File: config.mk
export PLATFORM = sky130hd
export DESIGN_NAME = ipv4_dotted_quad_parser_core_flat
export DESIGN_NICKNAME = d
export VERILOG_FILES = /design/src/rtl/ipv4dq_pkg.sv /design/src/rtl/ipv4dq_req_if.sv /design/src/rtl/ipv4dq_rsp_if.sv /design/src/rtl/ipv4dq_parse.sv /design/src/rtl/ipv4_dotted_quad_parser_core.sv /design/src/flat_wrapper.sv
export SDC_FILE = /design/constraint.sdc
export NUM_CORES = 1
export LEC_CHECK = 0
export BUFFER_PORTS_ARGS = -buffer_cell sky130_fd_sc_hd__buf_2
export CAP_MARGIN = 40
export CORE_AREA = 5 5 101 103
export CTS_BUF_LIST = sky130_fd_sc_hd__clkbuf_4 sky130_fd_sc_hd__clkbuf_8
export DETAILED_ROUTE_END_ITERATION = 16
export DIE_AREA = 0 0 106 108
export HOLD_SLACK_MARGIN = 0.1
export SLEW_MARGIN = 20
export SYNTH_ARGS = -nofsm -noshare
export SYNTH_HDL_FRONTEND = slang
export SYNTH_SLANG_ARGS = --single-unit
export TNS_END_PERCENT = 10
File: constraint.sdc
create_clock -name clock -period 4.8 [get_ports clock]
set_input_delay 0.72 -clock clock [delete_from_list [all_inputs] [get_ports clock]]
set_output_delay 0.72 -clock clock [all_outputs]
set_load 0.02 [all_outputs]
File: src/rtl/ipv4dq_pkg.sv
// Shared types and constants for the IPv4 dotted-quad parser.
package ipv4dq_pkg;

   localparam int MAX_LENGTH_DEFAULT = 15;

   localparam int CH_W     = 8;
   localparam int STATUS_W = 3;
   localparam int ADDR_W   = 32;
   localparam int DIGIT_W  = 2;
   localparam int FIELD_W  = 10;
   localparam int DOT_W    = 3;

   localparam logic [CH_W-1:0] CH_NUL  = 8'h00;
   localparam logic [CH_W-1:0] CH_ZERO = 8'h30;
   localparam logic [CH_W-1:0] CH_NINE = 8'h39;
   localparam logic [CH_W-1:0] CH_DOT  = 8'h2E;

   localparam logic [FIELD_W-1:0] FIELD_MAX   = 10'd255;
   localparam logic [DIGIT_W-1:0] DIGITS_MAX  = 2'd3;
   localparam logic [DOT_W-1:0]   DOTS_NEEDED = 3'd3;
   localparam logic [DOT_W-1:0]   DOTS_SAT    = 3'd4;

   typedef enum logic [STATUS_W-1:0] {
      ST_OK     = 3'd0,
      ST_BAD    = 3'd1,
      ST_DIGITS = 3'd2,
      ST_EMPTY  = 3'd3,
      ST_RANGE  = 3'd4,
      ST_DOTS   = 3'd5
   } status_type;

   typedef struct packed {
      logic              term;
      status_type        status;
      logic [ADDR_W-1:0] address;
   } parse_result_type;

endpackage

File: src/rtl/ipv4dq_req_if.sv
// Request channel interface carrying one character per transaction.
interface ipv4dq_req_if;
   import ipv4dq_pkg::*;

   logic            valid;
   logic            ready;
   logic [CH_W-1:0] ch;

   modport source (output valid, output ch, input ready);
   modport sink   (input valid, input ch, output ready);
endinterface

File: src/rtl/ipv4dq_rsp_if.sv
// Response channel interface carrying a status and a parsed address.
interface ipv4dq_rsp_if;
   import ipv4dq_pkg::*;

   logic                valid;
   logic                ready;
   logic [STATUS_W-1:0] status;
   logic [ADDR_W-1:0]   address;

   modport source (output valid, output status, output address, input ready);
   modport sink   (input valid, input status, input address, output ready);
endinterface

File: src/rtl/ipv4dq_parse.sv
// Parse state and per-character update logic of the dotted-quad parser.
module ipv4dq_parse #(
   parameter int MaxLength = ipv4dq_pkg::MAX_LENGTH_DEFAULT
) (
   input  logic                          clock,
   input  logic                          reset,
   input  logic                          advance,
   input  logic [ipv4dq_pkg::CH_W-1:0]   ch,
   output ipv4dq_pkg::parse_result_type  result
);
   import ipv4dq_pkg::*;

   localparam int CntW = $clog2(MaxLength + 2);

   logic [CntW-1:0]    char_count_ff,  char_count_in;
   logic [DIGIT_W-1:0] digit_count_ff, digit_count_in;
   logic [FIELD_W-1:0] field_value_ff, field_value_in;
   logic [DOT_W-1:0]   dot_count_ff,   dot_count_in;
   status_type         first_error_ff, first_error_in;
   logic [ADDR_W-1:0]  address_acc_ff, address_acc_in;

   logic              is_term;
   logic              is_digit;
   logic              is_dot;
   logic              len_bad;
   status_type        close_err;
   status_type        final_err;
   status_type        status;
   logic [ADDR_W-1:0] shifted;

   assign is_term  = (ch == CH_NUL);
   assign is_digit = (ch >= CH_ZERO) && (ch <= CH_NINE);
   assign is_dot   = (ch == CH_DOT);

   assign shifted = {address_acc_ff[ADDR_W-9:0], field_value_ff[7:0]};

   always_comb begin
      if (digit_count_ff == '0) begin
         close_err = ST_EMPTY;
      end else if (field_value_ff > FIELD_MAX) begin
         close_err = ST_RANGE;
      end else begin
         close_err = ST_OK;
      end
   end

   assign final_err = (first_error_ff != ST_OK) ? first_error_ff : close_err;
   assign len_bad   = (char_count_ff == '0) || (char_count_ff > CntW'(MaxLength));

   always_comb begin
      if (len_bad) begin
         status = ST_BAD;
      end else if (final_err != ST_OK) begin
         status = final_err;
      end else if (dot_count_ff != DOTS_NEEDED) begin
         status = ST_DOTS;
      end else begin
         status = ST_OK;
      end
   end

   assign result.term    = is_term;
   assign result.status  = status;
   assign result.address = (status == ST_OK) ? shifted : '0;

   always_comb begin
      char_count_in  = char_count_ff;
      digit_count_in = digit_count_ff;
      field_value_in = field_value_ff;
      dot_count_in   = dot_count_ff;
      first_error_in = first_error_ff;
      address_acc_in = address_acc_ff;
      if (advance) begin
         if (is_term) begin
            char_count_in  = '0;
            digit_count_in = '0;
            field_value_in = '0;
            dot_count_in   = '0;
            first_error_in = ST_OK;
            address_acc_in = '0;
         end else begin
            if (char_count_ff <= CntW'(MaxLength)) begin
               char_count_in = char_count_ff + CntW'(1);
            end
            if (first_error_ff == ST_OK) begin
               if (is_digit) begin
                  if (digit_count_ff == DIGITS_MAX) begin
                     first_error_in = ST_DIGITS;
                  end else begin
                     field_value_in = {field_value_ff[FIELD_W-4:0], 3'b000}
                                    + {field_value_ff[FIELD_W-2:0], 1'b0}
                                    + FIELD_W'(ch[3:0]);
                     digit_count_in = digit_count_ff + DIGIT_W'(1);
                  end
               end else if (is_dot) begin
                  first_error_in = close_err;
                  digit_count_in = '0;
                  field_value_in = '0;
                  if (close_err == ST_OK) begin
                     address_acc_in = shifted;
                     if (dot_count_ff < DOTS_SAT) begin
                        dot_count_in = dot_count_ff + DOT_W'(1);
                     end
                  end
               end else begin
                  first_error_in = ST_BAD;
               end
            end
         end
      end
   end

   always_ff @(posedge clock) begin
      if (reset) begin
         char_count_ff  <= '0;
         digit_count_ff <= '0;
         field_value_ff <= '0;
         dot_count_ff   <= '0;
         first_error_ff <= ST_OK;
         address_acc_ff <= '0;
      end else begin
         char_count_ff  <= char_count_in;
         digit_count_ff <= digit_count_in;
         field_value_ff <= field_value_in;
         dot_count_ff   <= dot_count_in;
         first_error_ff <= first_error_in;
         address_acc_ff <= address_acc_in;
      end
   end

endmodule

File: src/rtl/ipv4_dotted_quad_parser_core.sv
// IPv4 dotted-quad parser: the string arrives one ASCII character per
// transaction on the req_stream channel, and a zero character ends it.
// Each string ends in exactly one transaction on rsp_stream, carrying a
// status code and the address with its first octet in the top byte; the
// address is zero whenever the status is not ok. Characters other than
// the terminator give no response.
// A character is captured in an input register and then processed by the
// parse logic, which loads a terminator's response into the output
// register. One character is accepted every cycle, except while a
// terminator waits in the input register for the output register.
// When the receiver stalls, the response holds and one further character
// may wait in the input register; ordinary characters keep flowing, and
// only a second terminator waits for the output register to drain.
// A synchronous reset empties both registers and clears the parse state,
// discarding any string in progress. No clearing pass is needed.
module ipv4_dotted_quad_parser_core #(
   parameter int MaxLength = ipv4dq_pkg::MAX_LENGTH_DEFAULT
) (
   input  logic          clock,
   input  logic          reset,
   ipv4dq_req_if.sink    req_stream,
   ipv4dq_rsp_if.source  rsp_stream
);
   import ipv4dq_pkg::*;

   logic              in_valid_ff, in_valid_in;
   logic [CH_W-1:0]   in_ch_ff,    in_ch_in;
   logic              out_valid_ff, out_valid_in;
   status_type        out_status_ff, out_status_in;
   logic [ADDR_W-1:0] out_address_ff, out_address_in;

   parse_result_type  result;
   logic              out_free;
   logic              advance;
   logic              req_take;
   logic              load_out;

   ipv4dq_parse #(
      .MaxLength (MaxLength)
   ) u_parse (
      .clock   (clock),
      .reset   (reset),
      .advance (advance),
      .ch      (in_ch_ff),
      .result  (result)
   );

   assign out_free = !out_valid_ff || rsp_stream.ready;
   assign advance  = in_valid_ff && (!result.term || out_free);
   assign load_out = advance && result.term;

   assign req_stream.ready = !in_valid_ff || advance;
   assign req_take         = req_stream.valid && req_stream.ready;

   always_comb begin
      in_valid_in = in_valid_ff;
      in_ch_in    = in_ch_ff;
      if (req_take) begin
         in_valid_in = 1'b1;
         in_ch_in    = req_stream.ch;
      end else if (advance) begin
         in_valid_in = 1'b0;
      end
   end

   always_comb begin
      out_valid_in   = out_valid_ff;
      out_status_in  = out_status_ff;
      out_address_in = out_address_ff;
      if (load_out) begin
         out_valid_in   = 1'b1;
         out_status_in  = result.status;
         out_address_in = result.address;
      end else if (rsp_stream.ready) begin
         out_valid_in = 1'b0;
      end
   end

   always_ff @(posedge clock) begin
      if (reset) begin
         in_valid_ff  <= 1'b0;
         out_valid_ff <= 1'b0;
      end else begin
         in_valid_ff  <= in_valid_in;
         out_valid_ff <= out_valid_in;
      end
   end

   always_ff @(posedge clock) begin
      in_ch_ff       <= in_ch_in;
      out_status_ff  <= out_status_in;
      out_address_ff <= out_address_in;
   end

   assign rsp_stream.valid   = out_valid_ff;
   assign rsp_stream.status  = out_status_ff;
   assign rsp_stream.address = out_address_ff;

endmodule

File: src/flat_wrapper.sv
// flat-port wrapper written by rule: the top's interface ports become plain ports
module ipv4_dotted_quad_parser_core_flat import ipv4dq_pkg::*;
#(
   parameter int MaxLength = ipv4dq_pkg::MAX_LENGTH_DEFAULT
)
  (clock, reset, req_stream_valid, req_stream_ch, req_stream_ready, rsp_stream_valid, rsp_stream_status, rsp_stream_address, rsp_stream_ready);
  ipv4dq_req_if req_stream_i ();
  ipv4dq_rsp_if rsp_stream_i ();
  input  logic clock;
  input  logic reset;
  input wire logic [$bits(req_stream_i.valid)-1:0] req_stream_valid;
  input wire logic [$bits(req_stream_i.ch)-1:0] req_stream_ch;
  output wire logic [$bits(req_stream_i.ready)-1:0] req_stream_ready;
  output wire logic [$bits(rsp_stream_i.valid)-1:0] rsp_stream_valid;
  output wire logic [$bits(rsp_stream_i.status)-1:0] rsp_stream_status;
  output wire logic [$bits(rsp_stream_i.address)-1:0] rsp_stream_address;
  input wire logic [$bits(rsp_stream_i.ready)-1:0] rsp_stream_ready;
  assign req_stream_i.valid = req_stream_valid;
  assign req_stream_i.ch = req_stream_ch;
  assign req_stream_ready = req_stream_i.ready;
  assign rsp_stream_valid = rsp_stream_i.valid;
  assign rsp_stream_status = rsp_stream_i.status;
  assign rsp_stream_address = rsp_stream_i.address;
  assign rsp_stream_i.ready = rsp_stream_ready;
  ipv4_dotted_quad_parser_core #(.MaxLength(MaxLength)) u_core (.clock(clock), .reset(reset), .req_stream(req_stream_i), .rsp_stream(rsp_stream_i));
endmodule
Word level (Yosys, flattened, before mapping)
Index checks and enable logic that the tools add are counted.
- add/sub/neg operators: 5
- $mul: 0
- divide/modulo/power cells: 0
- magnitude comparators: 6
- eq/ne operators: 6
- shift-type cells: 0
- mux-type cells: 38
- bitwise operators: 0
- reduce and logical (&&, ||, !) cells: 32
- operators by type and width (kind ; number):
    24-bit 2-to-1 mux ; 5
    3-bit 2-to-1 mux ; 17
    10-bit 2-to-1 mux ; 5
    2-bit nonzero test ; 7
    10-bit adder ; 1
    10-bit by 4-bit adder with 10-bit output ; 1
    10-bit by 8-bit greater-than comparator with 1-bit output (second input constant) ; 1
    2-bit 2-to-1 mux ; 5
    5-bit 2-to-1 mux ; 2
    3-bit zero test ; 3
    3-bit nonzero test ; 3
    8-bit by 6-bit equality test with 1-bit output (second input constant) ; 1
    8-bit by 6-bit greater-or-equal comparator with 1-bit output (second input constant) ; 1
    8-bit by 6-bit less-or-equal comparator with 1-bit output (second input constant) ; 1
    8-bit zero test ; 1
    3-bit by 2-bit != test with 1-bit output (second input constant) ; 2
    6-bit AND reduction ; 1
    5-bit by 1-bit adder with 5-bit output (second input constant) ; 1
    5-bit by 4-bit greater-than comparator with 1-bit output (second input constant) ; 1
    5-bit by 4-bit less-or-equal comparator with 1-bit output (second input constant) ; 1
    5-bit zero test ; 1
    5-bit AND reduction ; 1
    1-bit logical AND ; 4
    1-bit logical OR ; 4
    other kinds (12) ; 17
- register bits: 92
- bits in latches: 0
- bits in writable memories: 0
- memory bits (read-only): 0
- input bits: 12
- word-level logic and storage cells: 98
- memories kept: 0

Logic depth before layout (Yosys ltp)
- depth in word-level cells: 9
- mapped depth: 9
- gate-level depth less buffers: 9

Hierarchy
A second synthesis with hierarchy kept.
- cell total of the unflattened synthesis: 391
- area, all modules: 4181.5 um^2
- modules (own cells, without submodules) (module ; instances ; cells each ; area an instance (um^2) ; sequential area each (um^2)):
    ipv4dq_parse ; 1 ; 336 ; 2786.4 ; 940.9
    ipv4_dotted_quad_parser_core ; 1 ; 55 ; 1395.1 ; 1331.3

Worst setup path before layout
OpenSTA, ideal clock, no wires.
- path type: reg-to-reg
- start point: register u_core.in_ch_ff[1]
- end point: register u_core.out_address_ff[0], in the netlist u_core.rsp_stream.address[0] (enable)
- library setup time: 0.427 ns
- arrival time: 2.941 ns
- data required time: 4.373 ns
- setup slack: 1.432 ns
- cell stages (with the launch flop): 6
- period minus slack after synthesis: 3.368 ns
- cell sequence: edfxtp_1 -> or4_1 -> nor2_1 -> buf_2 -> nand2_1 -> nor2_1
- longest elaborated chain between the ends: 5
- RTL lines (what ; line ; text):
    start, declared ; ipv4_dotted_quad_parser_core.sv:27 ; logic [CH_W-1:0] in_ch_ff, in_ch_in;
    start signal, assigned ; ipv4_dotted_quad_parser_core.sv:90 ; in_ch_ff <= in_ch_in;
    8-bit zero test (*) ; ipv4dq_parse.sv:31 ; assign is_term = (ch == CH_NUL);
    1-bit zero test ; ipv4_dotted_quad_parser_core.sv:49 ; assign advance = in_valid_ff && (!result.term || out_free);
    1-bit logical OR ; ipv4_dotted_quad_parser_core.sv:49 ;
    1-bit logical AND ; ipv4_dotted_quad_parser_core.sv:49 ;
    1-bit logical AND (*) ; ipv4_dotted_quad_parser_core.sv:50 ; assign load_out = advance && result.term;
    named net u_core.load_out ; ipv4_dotted_quad_parser_core.sv:36 ; logic load_out;
    end signal, assigned ; ipv4_dotted_quad_parser_core.sv:92 ; out_address_ff <= out_address_in;
    end, declared ; ipv4_dotted_quad_parser_core.sv:30 ; logic [ADDR_W-1:0] out_address_ff, out_address_in;
Mark *: on every way through the listed nets, which the timed path passes. The rest lies on a longest branch.
A chain may end at the register's enable or synchronous reset.

Worst setup path in the final report
- start point: register u_core.in_ch_ff[1]
- end point: output port req_stream_ready
- longest elaborated chain between the ends: 5
- RTL lines (what ; line ; text):
    8-bit zero test ; ipv4dq_parse.sv:31 ;
    1-bit zero test ; ipv4_dotted_quad_parser_core.sv:49 ;
    1-bit logical OR ; ipv4_dotted_quad_parser_core.sv:49 ;
    1-bit logical AND ; ipv4_dotted_quad_parser_core.sv:49 ;
    1-bit logical OR ; ipv4_dotted_quad_parser_core.sv:52 ; assign req_stream.ready = !in_valid_ff || advance;
    end, declared ; flat_wrapper.sv:13 ; output wire logic [$bits(req_stream_i.ready)-1:0] req_stream_ready;
No other way between the ends.

==> flow_metrics.tcl <==
set metrics [dict create \
    synth-adder-area-share_pct 7.32 \
    synth_top_family_by_area "simple AND/OR/NAND/NOR gates" \
    cts_buffer_depth 2 \
    synthArstFlopShare_pct 0 \
    portBuffers 48 \
    synth_edf_count 43 \
    cts_setup_buffers 0 \
    r2r-start "u_core.in_ch_ff[1]" \
    drc_errors 0 \
    power.density_mw_per_mm2 292 \
    pwr-share-clk_pct 35.7 \
    synth-xor-area-share_pct 2.12 \
    path_max_fanout 11 \
    dr.pass1.iters 4 \
    root_buffer "clkbuf_8" \
    dpl_worst_slack_ns 2.03 \
    relSlewSlack_pct 54.1 \
    vias 2827 \
    fillers 872 \
    synth-compound-area-share_pct 11.0 \
    place_congestion 0.776 \
    syn_area_mm2 0.00414 \
    syn_inst 379 \
    ir_drop_uv 174 \
    end_kind "output port" \
    gr-total-overflow 0 \
    synth-simple-area-share_pct 19.9 \
    design_area_mm2 0.00468 \
    fin_skew_ns 0.0101 \
    yosysUniqueCellTypes 49 \
    ys_seq_elements 92 \
    nets 461 \
    whs_ns 0.468 \
    cts_hold_buf 0 \
    worstSetupPathType "reg -> out" \
    tns_ns 0 \
    syn2layout_area_growth_pct 13.1 \
    top_level_ports 49 \
    clkTransAtPathRegs_ns 0.09 \
    tightest_slew_ns 0.686 \
    dieArea_mm2 0.0114 \
    mostFrequentLayoutCells "buf_2, dfxtp_1, edfxtp_1" \
    fin_util_pct 51.4 \
    pwr-share-comb_pct 3.4 \
    hpwlAfterDp_um 5480 \
    avgSynthCellArea_um2 10.9 \
    cp-start-kind "register" \
    grt_max_degree 40 \
    grt_pass1_vias 2753 \
    power.internal_mw 1.04 \
    ys.flop_type "dfxtp_1" \
    grt_usage_pct 14.4 \
    antennaDiodeCount 0 \
    cts_resized 0 \
    run_status "complete, no violations" \
    htreeDepth 3 \
    seqPwrFrac_pct 60.8 \
    period_minus_slack_ns 3.15 \
    setup_viol_count_final 0 \
    arrival_ns 2.43 \
    hold_violations 0 \
    coreArea_mm2 0.00911 \
    placed_area_mm2 0.00449 \
    final_antenna_net_count 0 \
    switchingPower_mw 0.327 \
    synth_mux_area_share_pct 1.27 \
    initial_utilization_pct 45.4 \
    sw_frac_of_total_pct 24.0 \
    power.leakage_nw 1.85 \
    min_path_type "reg -> reg" \
    yosysWarnings 0 \
    drt_wl_total_um 7650 \
    antenna_found_initial 0 \
    worstHoldStart "u_core.u_parse.address_acc_ff[18]" \
    clk_latency_ns 0.36 \
    fin_ws_ns 1.65 \
    rsz0062_at_grt "no" \
    ys_top_cells_by_area "edfxtp_1, dfxtp_1, ha_1" \
    cts.sinks 92 \
    die_h_um 108 \
    grt_pass1_wl_um 13100 \
    synth_top_area_share_pct 31.2 \
    drive_above_1_share_pct 18.8 \
    fmax_mhz 318 \
    cp-startpoint "u_core.in_ch_ff[1]" \
    yosys.area.top_type "edfxtp_1" \
    syn_nets 414 \
    num_rows 35 \
    maxCapViolations 0 \
    fin_crit_sh_pct 65.5 \
    crit_required_ns 4.08 \
    cts_buffers 9 \
    cts_tree "built" \
    report.final.slew_viol_count 0 \
    die_x_um 106 \
    seq_area_frac_synth_pct 54.9 \
    routedWlPerCell_um 14.1 \
    via_per_inst 5.22 \
    drtIter0Drc 130 \
]
==> flip-flops by register name, summed over array words and instances, names as in the netlist <==
name	cells
u_core.rsp_stream.address	32
u_core.u_parse.address_acc_ff	24
u_core.u_parse.field_value_ff	10
u_core.in_ch_ff	8
u_core.u_parse.char_count_ff	5
u_core.rsp_stream.status	3
u_core.u_parse.dot_count_ff	3
u_core.u_parse.first_error_ff	3
u_core.u_parse.digit_count_ff	2
u_core.in_valid_ff	1
u_core.rsp_stream.valid	1
==> metal layers <==
metal	vias to the layer above	routed length, um	track usage (%)
li1	1453	-	-
met1	1322	3660	17.9
met2	48	3610	24.6
met3	4	314	4.24
met4	0	59	3.70
met5	-	0	0
==> logic make-up after synthesis <==
kind of cell,after synthesis
xor gates and xnor gates,10
DFF,92
AOI/OAI and AO/OA,68
and+or+nand+nor,148
buffers and inverters,33
muxes,5
adders and majority gates,23
==> final timing paths <==
check | endpoint | slack, ns | cells after the start
hold reg to reg | u_core.u_parse.address_acc_ff[18] | 0.47 | 2
setup / recovery | req_stream_ready | 1.65 | 4
setup reg to reg | u_core.rsp_stream.address[11] | 2.04 | 5
hold / removal | u_core.u_parse.address_acc_ff[18] | 0.47 | 2
==> cells in the mapped netlist (8+ instances only) <==
library cell  instances
o21ai_0              20
ha_1                 21
a21oi_1              11
and2_1               30
nor3_1               10
xnor2_1               8
edfxtp_1             43
nand3_1              29
nor2_1               23
clkbuf_1             11
dfxtp_1              49
inv_1                14
nand2_1              10
nand2b_1             26
a22o_1               12
==> cell type report <==
type | count | area, um2 | area share [%]
Tap cell | 111 | 139 | 2.97
Timing Repair Buffer | 55 | 310 | 6.63
Clock inverter | 7 | 58.8 | 1.26
Multi-Input combinational cell | 254 | 1720 | 36.8
Clock buffer | 9 | 124 | 2.65
Inverter | 14 | 52.6 | 1.12
Sequential cell | 92 | 2270 | 48.6
==> critical path: stages (launching register included) <==
cell	delay, ns
edfxtp_1	0.45
or4_1	0.68
nor2_1	0.58
nand3_1	0.17
buf_2	0.19
==> per-stage QoR <==
| step | power, mW | instances |
|---|---|---|
| after floorplan | 0.881 | 379 |
| after global placement | 0.895 | 523 |
| after detailed placement | 0.896 | 525 |
| after CTS | 1.38 | 541 |
| after global routing | 1.43 | 542 |
| final | 1.37 | 542 |
==> power by group through the flow <==
stage          logic [mW]  clock network (mW)  registers [mW]
2_1_floorplan      0.0345                   0           0.846
6_report           0.0468               0.488           0.831
4_1_cts            0.0468               0.503           0.831
3_5_place_dp       0.0467                   0           0.849
5_1_grt            0.0523               0.540           0.833
3_3_place_gp       0.0460                   0           0.849
Power figures use the tool's default switching activity.
